**src/hdl/complex_magnitude_peak_assert.svh**
```systemverilog
// assertion macros for the complex magnitude peak detector
// depends on: nothing; included by the modules that check their own logic
`ifndef COMPLEX_MAGNITUDE_PEAK_ASSERT_SVH
`define COMPLEX_MAGNITUDE_PEAK_ASSERT_SVH

// same-cycle implication, sampled on clock, off during reset
`define CMP_ASSERT_NOW(lbl, ante, cons) \
   lbl: assert property (@(posedge clock) disable iff (reset) (ante) |-> (cons)) \
      else $error("assertion failed");

// next-cycle implication, sampled on clock, off during reset
`define CMP_ASSERT_NEXT(lbl, ante, cons) \
   lbl: assert property (@(posedge clock) disable iff (reset) (ante) |=> (cons)) \
      else $error("assertion failed");

`endif

```
**src/hdl/cmp_pkg.sv**
```systemverilog
// shared types and constants for the complex magnitude peak detector
// depends on: nothing
package cmp_pkg;

   localparam int SAMPLE_WIDTH_DEFAULT = 16;
   localparam int MAG_WIDTH            = 16;

   // control that travels alongside each word down the pipeline
   typedef struct packed {
      logic valid;
      logic last;
   } ctl_type;

endpackage

```
**src/hdl/cmp_sqrt_cell.sv**
```systemverilog
// one cell of the square root chain: settles one root bit per cell
// depends on: cmp_pkg
module cmp_sqrt_cell #(
   parameter int XW  = 32,
   parameter int RW  = 16,
   parameter int BIT = 0
) (
   input  logic             clock,
   input  logic             reset,
   input  logic             advance,
   input  cmp_pkg::ctl_type ctl_in,
   input  logic [XW-1:0]    rem_in,
   input  logic [RW-1:0]    root_in,
   output cmp_pkg::ctl_type ctl_out,
   output logic [XW-1:0]    rem_out,
   output logic [RW-1:0]    root_out
);
   import cmp_pkg::*;

   ctl_type       ctl_ff;
   logic [XW-1:0] rem_ff, rem_nx_in;
   logic [RW-1:0] root_ff, root_nx_in;
   logic [XW:0]   trial;
   logic          take;

   // (root + 2^bit)^2 - root^2 = root*2^(bit+1) + 2^(2*bit)
   always_comb begin
      trial = ((XW+1)'(root_in) << (BIT + 1)) + ((XW+1)'(1) << (2 * BIT));
      take  = {1'b0, rem_in} >= trial;
      rem_nx_in  = take ? XW'({1'b0, rem_in} - trial) : rem_in;
      root_nx_in = take ? (root_in | (RW'(1) << BIT)) : root_in;
   end

   always_ff @(posedge clock) begin
      if (reset) begin
         ctl_ff <= '0;
      end else if (advance) begin
         ctl_ff <= ctl_in;
      end
   end

   always_ff @(posedge clock) begin
      if (advance) begin
         rem_ff  <= rem_nx_in;
         root_ff <= root_nx_in;
      end
   end

   assign ctl_out  = ctl_ff;
   assign rem_out  = rem_ff;
   assign root_out = root_ff;

endmodule

```
**src/hdl/cmp_peak_track.sv**
```systemverilog
// saturates the root, tracks the running peak and holds the output word
// depends on: cmp_pkg, complex_magnitude_peak_assert.svh
module cmp_peak_track #(
   parameter int RW = 16
) (
   input  logic                            clock,
   input  logic                            reset,
   input  logic                            advance,
   input  cmp_pkg::ctl_type                ctl_in,
   input  logic [RW-1:0]                   root_in,
   output logic                            out_valid,
   output logic [cmp_pkg::MAG_WIDTH-1:0]   magnitude,
   output logic [cmp_pkg::MAG_WIDTH-1:0]   peak,
   output logic                            last
);
   import cmp_pkg::*;
   `include "complex_magnitude_peak_assert.svh"

   localparam int EXT_W = (RW > MAG_WIDTH) ? RW : MAG_WIDTH;

   logic [EXT_W-1:0]     root_ext;
   logic [MAG_WIDTH-1:0] mag;
   logic [MAG_WIDTH-1:0] peak_sel;
   logic                 load;
   logic [MAG_WIDTH-1:0] running_peak_ff, running_peak_in;
   logic                 valid_ff;
   logic [MAG_WIDTH-1:0] mag_ff, peak_ff;
   logic                 last_ff;

   always_comb begin
      root_ext = EXT_W'(root_in);
      mag      = (root_ext > EXT_W'({MAG_WIDTH{1'b1}})) ? {MAG_WIDTH{1'b1}}
                                                        : root_ext[MAG_WIDTH-1:0];
      peak_sel = (mag > running_peak_ff) ? mag : running_peak_ff;
      load     = advance && ctl_in.valid;
      running_peak_in = running_peak_ff;
      if (load) begin
         running_peak_in = ctl_in.last ? '0 : peak_sel;
      end
   end

   always_ff @(posedge clock) begin
      if (reset) begin
         running_peak_ff <= '0;
         valid_ff        <= 1'b0;
      end else begin
         running_peak_ff <= running_peak_in;
         if (advance) begin
            valid_ff <= ctl_in.valid;
         end
      end
   end

   always_ff @(posedge clock) begin
      if (load) begin
         mag_ff  <= mag;
         peak_ff <= peak_sel;
         last_ff <= ctl_in.last;
      end
   end

   assign out_valid = valid_ff;
   assign magnitude = mag_ff;
   assign peak      = peak_ff;
   assign last      = last_ff;

   `CMP_ASSERT_NEXT(a_peak_clears_on_last, load && ctl_in.last, running_peak_ff == '0)
   `CMP_ASSERT_NEXT(a_peak_never_drops, load && !ctl_in.last,
                    running_peak_ff >= $past(running_peak_ff))

endmodule

```
**src/hdl/complex_magnitude_peak.sv**
```systemverilog
// top level of the complex magnitude peak detector
// depends on: cmp_pkg, cmp_sqrt_cell, cmp_peak_track, complex_magnitude_peak_assert.svh
//
// usage
//   req channel: one complex bin per word (real, imaginary, last flag),
//   valid/ready handshake, taken when req_valid and req_ready are high
//   rsp channel: one word per bin with floor(sqrt(re^2 + im^2)), the running
//   peak of the sequence including this bin, and the copied last flag
//   a word marked last closes the sequence: its peak is the sequence peak and
//   the running peak returns to zero for the next bin
//   pipeline stages: abs, square, sum, one cell per root bit, output register;
//   abs loads at the accept
//   throughput: one word per cycle when not stalled; the whole pipeline moves in
//   lockstep, one root bit settled per cell, so chain length sets latency not rate
//   stall: when the output word is held (rsp_valid high, rsp_ready low) every
//   stage freezes and req_ready drops in the same cycle; nothing is lost
//   reset: synchronous, clears all stage valid bits and the running peak
//   magnitudes above 16 bits (only for SAMPLE_WIDTH > 16) saturate to all ones
module complex_magnitude_peak #(
   parameter int SAMPLE_WIDTH = cmp_pkg::SAMPLE_WIDTH_DEFAULT
) (
   input  logic                                 clock,
   input  logic                                 reset,
   input  logic                                 req_valid,
   output logic                                 req_ready,
   input  logic signed [SAMPLE_WIDTH-1:0]       req_real_part,
   input  logic signed [SAMPLE_WIDTH-1:0]       req_imag_part,
   input  logic                                 req_last_item,
   output logic                                 rsp_valid,
   input  logic                                 rsp_ready,
   output logic [cmp_pkg::MAG_WIDTH-1:0]        rsp_magnitude_out,
   output logic [cmp_pkg::MAG_WIDTH-1:0]        rsp_peak_out,
   output logic                                 rsp_last_out
);
   import cmp_pkg::*;
   `include "complex_magnitude_peak_assert.svh"

   localparam int RW = SAMPLE_WIDTH;       // root width
   localparam int XW = 2 * SAMPLE_WIDTH;   // sum of squares width

   // pipeline moves whenever the output word is free or being taken
   logic advance;
   assign advance   = !rsp_valid || rsp_ready;
   assign req_ready = advance;

   // stage 1: absolute values
   ctl_type                 ctl_s1_ff, ctl_s2_ff, ctl_s3_ff;
   logic [SAMPLE_WIDTH-1:0] abs_re_ff, abs_im_ff;
   logic [SAMPLE_WIDTH-1:0] abs_re_in, abs_im_in;
   // stage 2: squares
   logic [XW-1:0]           sq_re_ff, sq_im_ff;
   // stage 3: sum of squares, head of the cell chain
   logic [XW-1:0]           sum_ff;
   ctl_type                 ctl_in_word;

   always_comb begin
      abs_re_in = req_real_part[SAMPLE_WIDTH-1] ? (~req_real_part + 1'b1) : req_real_part;
      abs_im_in = req_imag_part[SAMPLE_WIDTH-1] ? (~req_imag_part + 1'b1) : req_imag_part;
      ctl_in_word.valid = req_valid;
      ctl_in_word.last  = req_last_item;
   end

   always_ff @(posedge clock) begin
      if (reset) begin
         ctl_s1_ff <= '0;
         ctl_s2_ff <= '0;
         ctl_s3_ff <= '0;
      end else if (advance) begin
         ctl_s1_ff <= ctl_in_word;
         ctl_s2_ff <= ctl_s1_ff;
         ctl_s3_ff <= ctl_s2_ff;
      end
   end

   always_ff @(posedge clock) begin
      if (advance) begin
         abs_re_ff <= abs_re_in;
         abs_im_ff <= abs_im_in;
         sq_re_ff  <= XW'(abs_re_ff) * XW'(abs_re_ff);
         sq_im_ff  <= XW'(abs_im_ff) * XW'(abs_im_ff);
         sum_ff    <= sq_re_ff + sq_im_ff;
      end
   end

   // chain of square root cells, most significant root bit first
   ctl_type       ctl_chain  [0:RW];
   logic [XW-1:0] rem_chain  [0:RW];
   logic [RW-1:0] root_chain [0:RW];

   assign ctl_chain[0]  = ctl_s3_ff;
   assign rem_chain[0]  = sum_ff;
   assign root_chain[0] = '0;

   for (genvar i = 0; i < RW; i++) begin : g_cell
      cmp_sqrt_cell #(
         .XW  (XW),
         .RW  (RW),
         .BIT (RW - 1 - i)
      ) u_cell (
         .clock    (clock),
         .reset    (reset),
         .advance  (advance),
         .ctl_in   (ctl_chain[i]),
         .rem_in   (rem_chain[i]),
         .root_in  (root_chain[i]),
         .ctl_out  (ctl_chain[i+1]),
         .rem_out  (rem_chain[i+1]),
         .root_out (root_chain[i+1])
      );
   end

   // saturate, track peak, hold output word
   cmp_peak_track #(
      .RW (RW)
   ) u_peak (
      .clock     (clock),
      .reset     (reset),
      .advance   (advance),
      .ctl_in    (ctl_chain[RW]),
      .root_in   (root_chain[RW]),
      .out_valid (rsp_valid),
      .magnitude (rsp_magnitude_out),
      .peak      (rsp_peak_out),
      .last      (rsp_last_out)
   );

   // a finished root leaves a remainder no larger than twice the root
   `CMP_ASSERT_NOW(a_root_is_floor, ctl_chain[RW].valid,
                   {1'b0, rem_chain[RW]} <= ((XW+1)'(root_chain[RW]) << 1))
   `CMP_ASSERT_NOW(a_peak_covers_mag, rsp_valid, rsp_peak_out >= rsp_magnitude_out)

endmodule
```
**config.mk**
```make
export PLATFORM = sky130hd
export DESIGN_NAME = complex_magnitude_peak
export DESIGN_NICKNAME = d
export VERILOG_FILES = /design/src/hdl/cmp_pkg.sv /design/src/hdl/cmp_sqrt_cell.sv /design/src/hdl/cmp_peak_track.sv /design/src/hdl/complex_magnitude_peak.sv
export VERILOG_INCLUDE_DIRS = /design/src /design/src/hdl
export SDC_FILE = /design/constraint.sdc
export NUM_CORES = 2
export LEC_CHECK = 0
export ABC_AREA = 0
export CAP_MARGIN = 20
export CORE_UTILIZATION = 59
export CTS_CLUSTER_DIAMETER = 120
export DETAILED_ROUTE_END_ITERATION = 10
export DONT_BUFFER_PORTS = 1
export PLACE_DENSITY = 0.79
export SLEW_MARGIN = 10
export SYNTH_ARGS = -nofsm -noshare
export SYNTH_HDL_FRONTEND = slang
export SYNTH_SLANG_ARGS = --single-unit
```
**constraint.sdc**
```tcl
create_clock -name clock -period 24.3 [get_ports clock]
set_input_delay 1.215 -clock clock [delete_from_list [all_inputs] [get_ports clock]]
set_output_delay 1.215 -clock clock [all_outputs]
set_load 0.005 [all_outputs]
```
Word-level counts from Yosys, hierarchy flattened
Cells that the tools add are included.

word-level totals
  flip-flop bits (word level) = 952
  bits of input ports = 37
  output and inout port bits = 35
  word-level logic and storage cells = 175

cells by class
  $add $sub $neg = 33
  multiply operators = 2
  magnitude comparators = 18
  muxes and demuxes = 21
  bitwise gates (word level) = 2
  reductions and logical operators = 3

operators with widths
  operator                count
  $ge 32x33->1            15
  $mux 32                 15
  $sub 32x32->32          14
  $mul 16x16->32          2
  $mux 16                 4
  $add 16x1->16 const B   2
  $add 31x29->32 const B  1
  $add 32x32->32          1
  $ge 32x31->1 const B    1
  $not 16->16             2
  $sub 32x31->32 const B  1
  $add 30x27->31 const B  1
  $add 29x25->30 const B  1
  $mux 15                 2
  $add 28x23->29 const B  1
  $add 27x21->28 const B  1
  $add 26x19->27 const B  1
  $add 25x17->26 const B  1
  $add 24x15->25 const B  1
  $add 23x13->24 const B  1
  $add 22x11->23 const B  1
  $add 21x9->22 const B   1
  $add 20x7->21 const B   1
  $add 19x5->20 const B   1
  7 further kinds         7

Logic depth before layout (Yosys ltp)
  depth after elaboration = 5
  mapped depth = 25
  mapped depth without buffers = 24

Modules after synthesis
From an unflattened synthesis, not the netlist that was laid out.

second synthesis, totals
  cells, all modules = 6,494
  area, all modules = 70,241.1 µm²

modules (own cells, without submodules)
  module                             times used  cells each  area each (µm²)  seq. area each (µm²)
  complex_magnitude_peak             1           2,129       20,692.3         3,903.7
  cmp_sqrt_cell (g_cell[14].u_cell)  1           310         3,184.3          1,481.4
  cmp_sqrt_cell (g_cell[12].u_cell)  1           301         3,146.8          1,481.4
  cmp_sqrt_cell (g_cell[15].u_cell)  1           294         3,121.7          1,481.4
  cmp_sqrt_cell (g_cell[13].u_cell)  1           293         3,100.5          1,481.4
  cmp_sqrt_cell (g_cell[10].u_cell)  1           280         3,020.4          1,481.4
  cmp_sqrt_cell (g_cell[8].u_cell)   1           282         3,012.9          1,481.4
  cmp_sqrt_cell (g_cell[9].u_cell)   1           274         3,006.6          1,481.4
  cmp_sqrt_cell (g_cell[11].u_cell)  1           269         2,984.1          1,481.4
  cmp_sqrt_cell (g_cell[7].u_cell)   1           253         2,907.8          1,481.4
  cmp_sqrt_cell (g_cell[6].u_cell)   1           237         2,906.5          1,481.4
  cmp_sqrt_cell (g_cell[1].u_cell)   1           239         2,880.3          1,481.4
  cmp_sqrt_cell (g_cell[5].u_cell)   1           259         2,864.0          1,481.4
  cmp_sqrt_cell (g_cell[4].u_cell)   1           233         2,837.7          1,481.4
  +4 rows                            --          --          --               --

Worst setup path before layout
OpenSTA, ideal clock, no wires.

  path kind = in2reg
  from = input port rsp_ready
  to = register abs_im_ff[0], enable pin
  setup time = 1.402 ns
  arrival = 21.581 ns
  required time = 22.898 ns
  slack = 1.317 ns
  stages = 3
  path buffers = 1
  cell sequence = nor2b_1 -> inv_1 -> clkbuf_1

between the ends
  cells in the longest elaborated chain, start to end = 1

RTL lines
  item                    line                          RTL
  start: declaration      complex_magnitude_peak.sv:30  input logic rsp_ready,
  $logic_or 1x1->1        complex_magnitude_peak.sv:43  assign advance = !rsp_valid || rsp_ready;
  via req_ready           complex_magnitude_peak.sv:25  output logic req_ready,
  end signal: assignment  complex_magnitude_peak.sv:78  abs_im_ff <= abs_im_in;
  end: declaration        complex_magnitude_peak.sv:48  logic [SAMPLE_WIDTH-1:0] abs_re_ff, abs_im_ff;

The timed path passes the listed nets, and every way through them passes these cells.
A chain may end at the register's enable or synchronous reset.

Worst setup path after layout
  from = register abs_re_ff[1]
  to = register sq_re_ff[30], data pin

between the ends
  cells in the longest elaborated chain, start to end = 1

RTL lines
  item                      line                          RTL
  start: declaration        complex_magnitude_peak.sv:48
  start signal: assignment  complex_magnitude_peak.sv:77  abs_re_ff <= abs_re_in;
  $mul 16x16->32            complex_magnitude_peak.sv:79  sq_re_ff <= XW'(abs_re_ff) * XW'(abs_re_ff);
  end signal: assignment    complex_magnitude_peak.sv:79
  end: declaration          complex_magnitude_peak.sv:51  logic [XW-1:0] sq_re_ff, sq_im_ff;

Every way passes these cells.

==> results.cfg <==
[outcome]
outcome = finished, final reports clean

[timing]
tightestPinTransition_ns = 1.088
hold_viol_final = 0
timing.final.ws_setup_ns = 17.31
grt_setup_unrepaired = false
max_freq_mhz = 143.1
finalClockSkew_ns = 0.03674
slew_viol_final = 0
finalCriticalPeriod_ns = 6.989
whs_ns = 0.4244
slew_headroom = 0.2749
fin_crit_sh = 0.2876
setup_tns_ns = 0
setup_viol = 0

[finish]
final_nets = 5275
drive_gt1_frac = 0.04899
syn2layout_area_growth_pct = 7.647
fin_cells = 5727
antenna_cells = 0

[floorplanning]
rows = 108
io_pins = 72
dieWidth_um = 298.5
fp.coreArea_um2 = 86890
start_util = 0.5969
die_area_um2 = 89100
die_y_um = 298.5

[synth]
synth_seq_cells = 830
synth_fp_nets = 5265
synth_xor_area_frac = 0.05117
synthAdderAreaFrac = 0.2219
netlist_area_um2 = 51870
yosysWarningCount = 0
synth_top_family_by_area = adder cells
synth-simple-area-share = 0.1062
avgSynthCellArea_um2 = 11.51
synth_ff_type = edfxtp_1
synth_edf_count = 775
synth_cell_types = 76
synthMuxAreaShare = 0.01105
ys_seq_area_frac = 0.4699
synth-compound-area-share = 0.08014
ys_async_sr_fraction = 0
syn_inst = 4505

[critical_path]
startpoint_type = register
crit_type = reg2reg
cp_data_required_time_ns = 24.70
worstPathMaxFanout = 19
rr_worst_depth = 23
worstPathArrival_ns = 7.39
end_kind = register

[drt]
remaining_drc_errors = 0
drtIter0Drc = 1687
wirelength_mm = 98.74
viasPerCell = 5.593
wl_per_cell_um = 17.24
firstDrtPassIters = 6
detail-route-antenna-nets = 0
num_vias = 32030

[global_routing]
grt_max_degree = 202
gr-total-overflow = 0
track_usage = 0.2277
grt_pass1_vias = 33710
grt_pass1_wl_mm = 163.4
antenna_found_initial = 0

[clocking]
cts_setup_buffers = 0
root_buffer = clkbuf_16
htreeDepth = 3
clk_pin_slew_ns = 0.06
numCtsBuffers = 85
cts.sinks = 830
ctsHoldBuffers = 0
ctsResizeCount = 0
cts_tree = built
clk_latency_ns = 0.65
clockBufferDepth = 3

[flow_run]
cap_violations = 0

[place]
port_buffers = 0
place_inst = 5581
dp_worst_setup_slack_ns = 17.31
post-dp-hpwl_mm = 75.33
routabilityCongestion = 0.8701

[hold_path]
whs_path_depth = 0
min_path_type = reg2reg
logic make-up (layout without fill, tap and decap cells):
kind of cell,after synthesis,in the layout
AOI/OAI and AO/OA,665,665
adders and majority gates,723,723
buffers and inverters,819,886
muxes,51,51
and+or+nand+nor,1114,1114
xor gates and xnor gates,303,303
DFF,830,830
synthesized netlist by cell type (all sizes together), types with 81 or more instances:
| master | count | area share |
|---|---|---|
| clkbuf | 90 | 0.0065 |
| and2 | 101 | 0.012 |
| nor2 | 211 | 0.015 |
| ha | 395 | 0.095 |
| o21ai | 153 | 0.015 |
| inv | 722 | 0.052 |
| nand2 | 369 | 0.027 |
| fa | 328 | 0.13 |
| edfxtp | 775 | 0.45 |
| xor2 | 132 | 0.022 |
| xnor2 | 171 | 0.029 |
| a21oi | 213 | 0.021 |
| nor4 | 81 | 0.0099 |
layout make-up:
class | count | area, um2
clock buffer | 111 | 2295
clock inverter | 33 | 394.1
fill | 6330 | 31050
inverter | 722 | 2718
multi-input combinational | 2856 | 24440
sequential | 830 | 24370
tap | 1155 | 1445
timing repair buffer | 20 | 167.7
layout by cell type, fill, tap and decap left out, types with 80 or more instances in the layout:
master,netlist,routed
nand2_1,369,369
ha_1,395,395
edfxtp_1,775,775
xor2_1,132,132
a21oi_1,213,213
inv_1,721,720
clkbuf_16,0,87
xnor2_1,171,171
fa_1,328,328
and2_1,101,101
nor4_1,80,80
nor2_1,211,211
o21ai_0,150,150
metrics by stage:
stage               cell area, um2    util
global route                 55830  0.6426
finish                       55830  0.6426
floorplan                    51870       -
detailed placement           53120  0.6114
global placement             53120  0.6114
CTS                          55810  0.6424
metal layers:
metal / wire [um] / track usage
met5: 0 / 0
met4: 4561 / 0.1031
met3: 3605 / 0.02828
met2: 54720 / 0.4450
met1: 35860 / 0.2408
critical path, stage by stage (launching register included):
cell	delay, ns
edfxtp_1	0.66
and2_1	0.29
fa_1	0.56
inv_1	0.06
fa_1	0.47
inv_1	0.05
fa_1	0.50
inv_1	0.05
fa_1	0.47
inv_1	0.06
fa_1	0.53
inv_1	0.05
fa_1	0.55
inv_1	0.05
ha_1	0.34
a21o_1	0.21
nor3_1	0.12
o21ai_0	0.13
a221oi_1	0.47
nor3_1	0.15
o21ai_0	0.32
a21oi_1	0.26
a211oi_1	0.32
xnor2_1	0.09
flip-flops by register name, indices dropped and copies added (netlist names), 31 cells and up:
register,count
g_cell.u_cell.rem_out,480
sq_re_ff,31
g_cell.u_cell.root_out,136
g_cell.u_cell.ctl_out,32
sq_im_ff,31
sum_ff,32
final timing paths:
path	to	startpoint	slack, ns
max reg2reg	sq_re_ff[30]	abs_re_ff[1]	17.31
min reg2reg	g_cell[6].u_cell.root_out[14]	g_cell[5].u_cell.root_out[14]	0.42
max	sq_re_ff[30]	abs_re_ff[1]	17.31
min	g_cell[6].u_cell.root_out[14]	g_cell[5].u_cell.root_out[14]	0.42
Power is left out: the tool's default activity adds up to more than one toggle a clock period on the data nets, which glitch-free logic cannot reach.
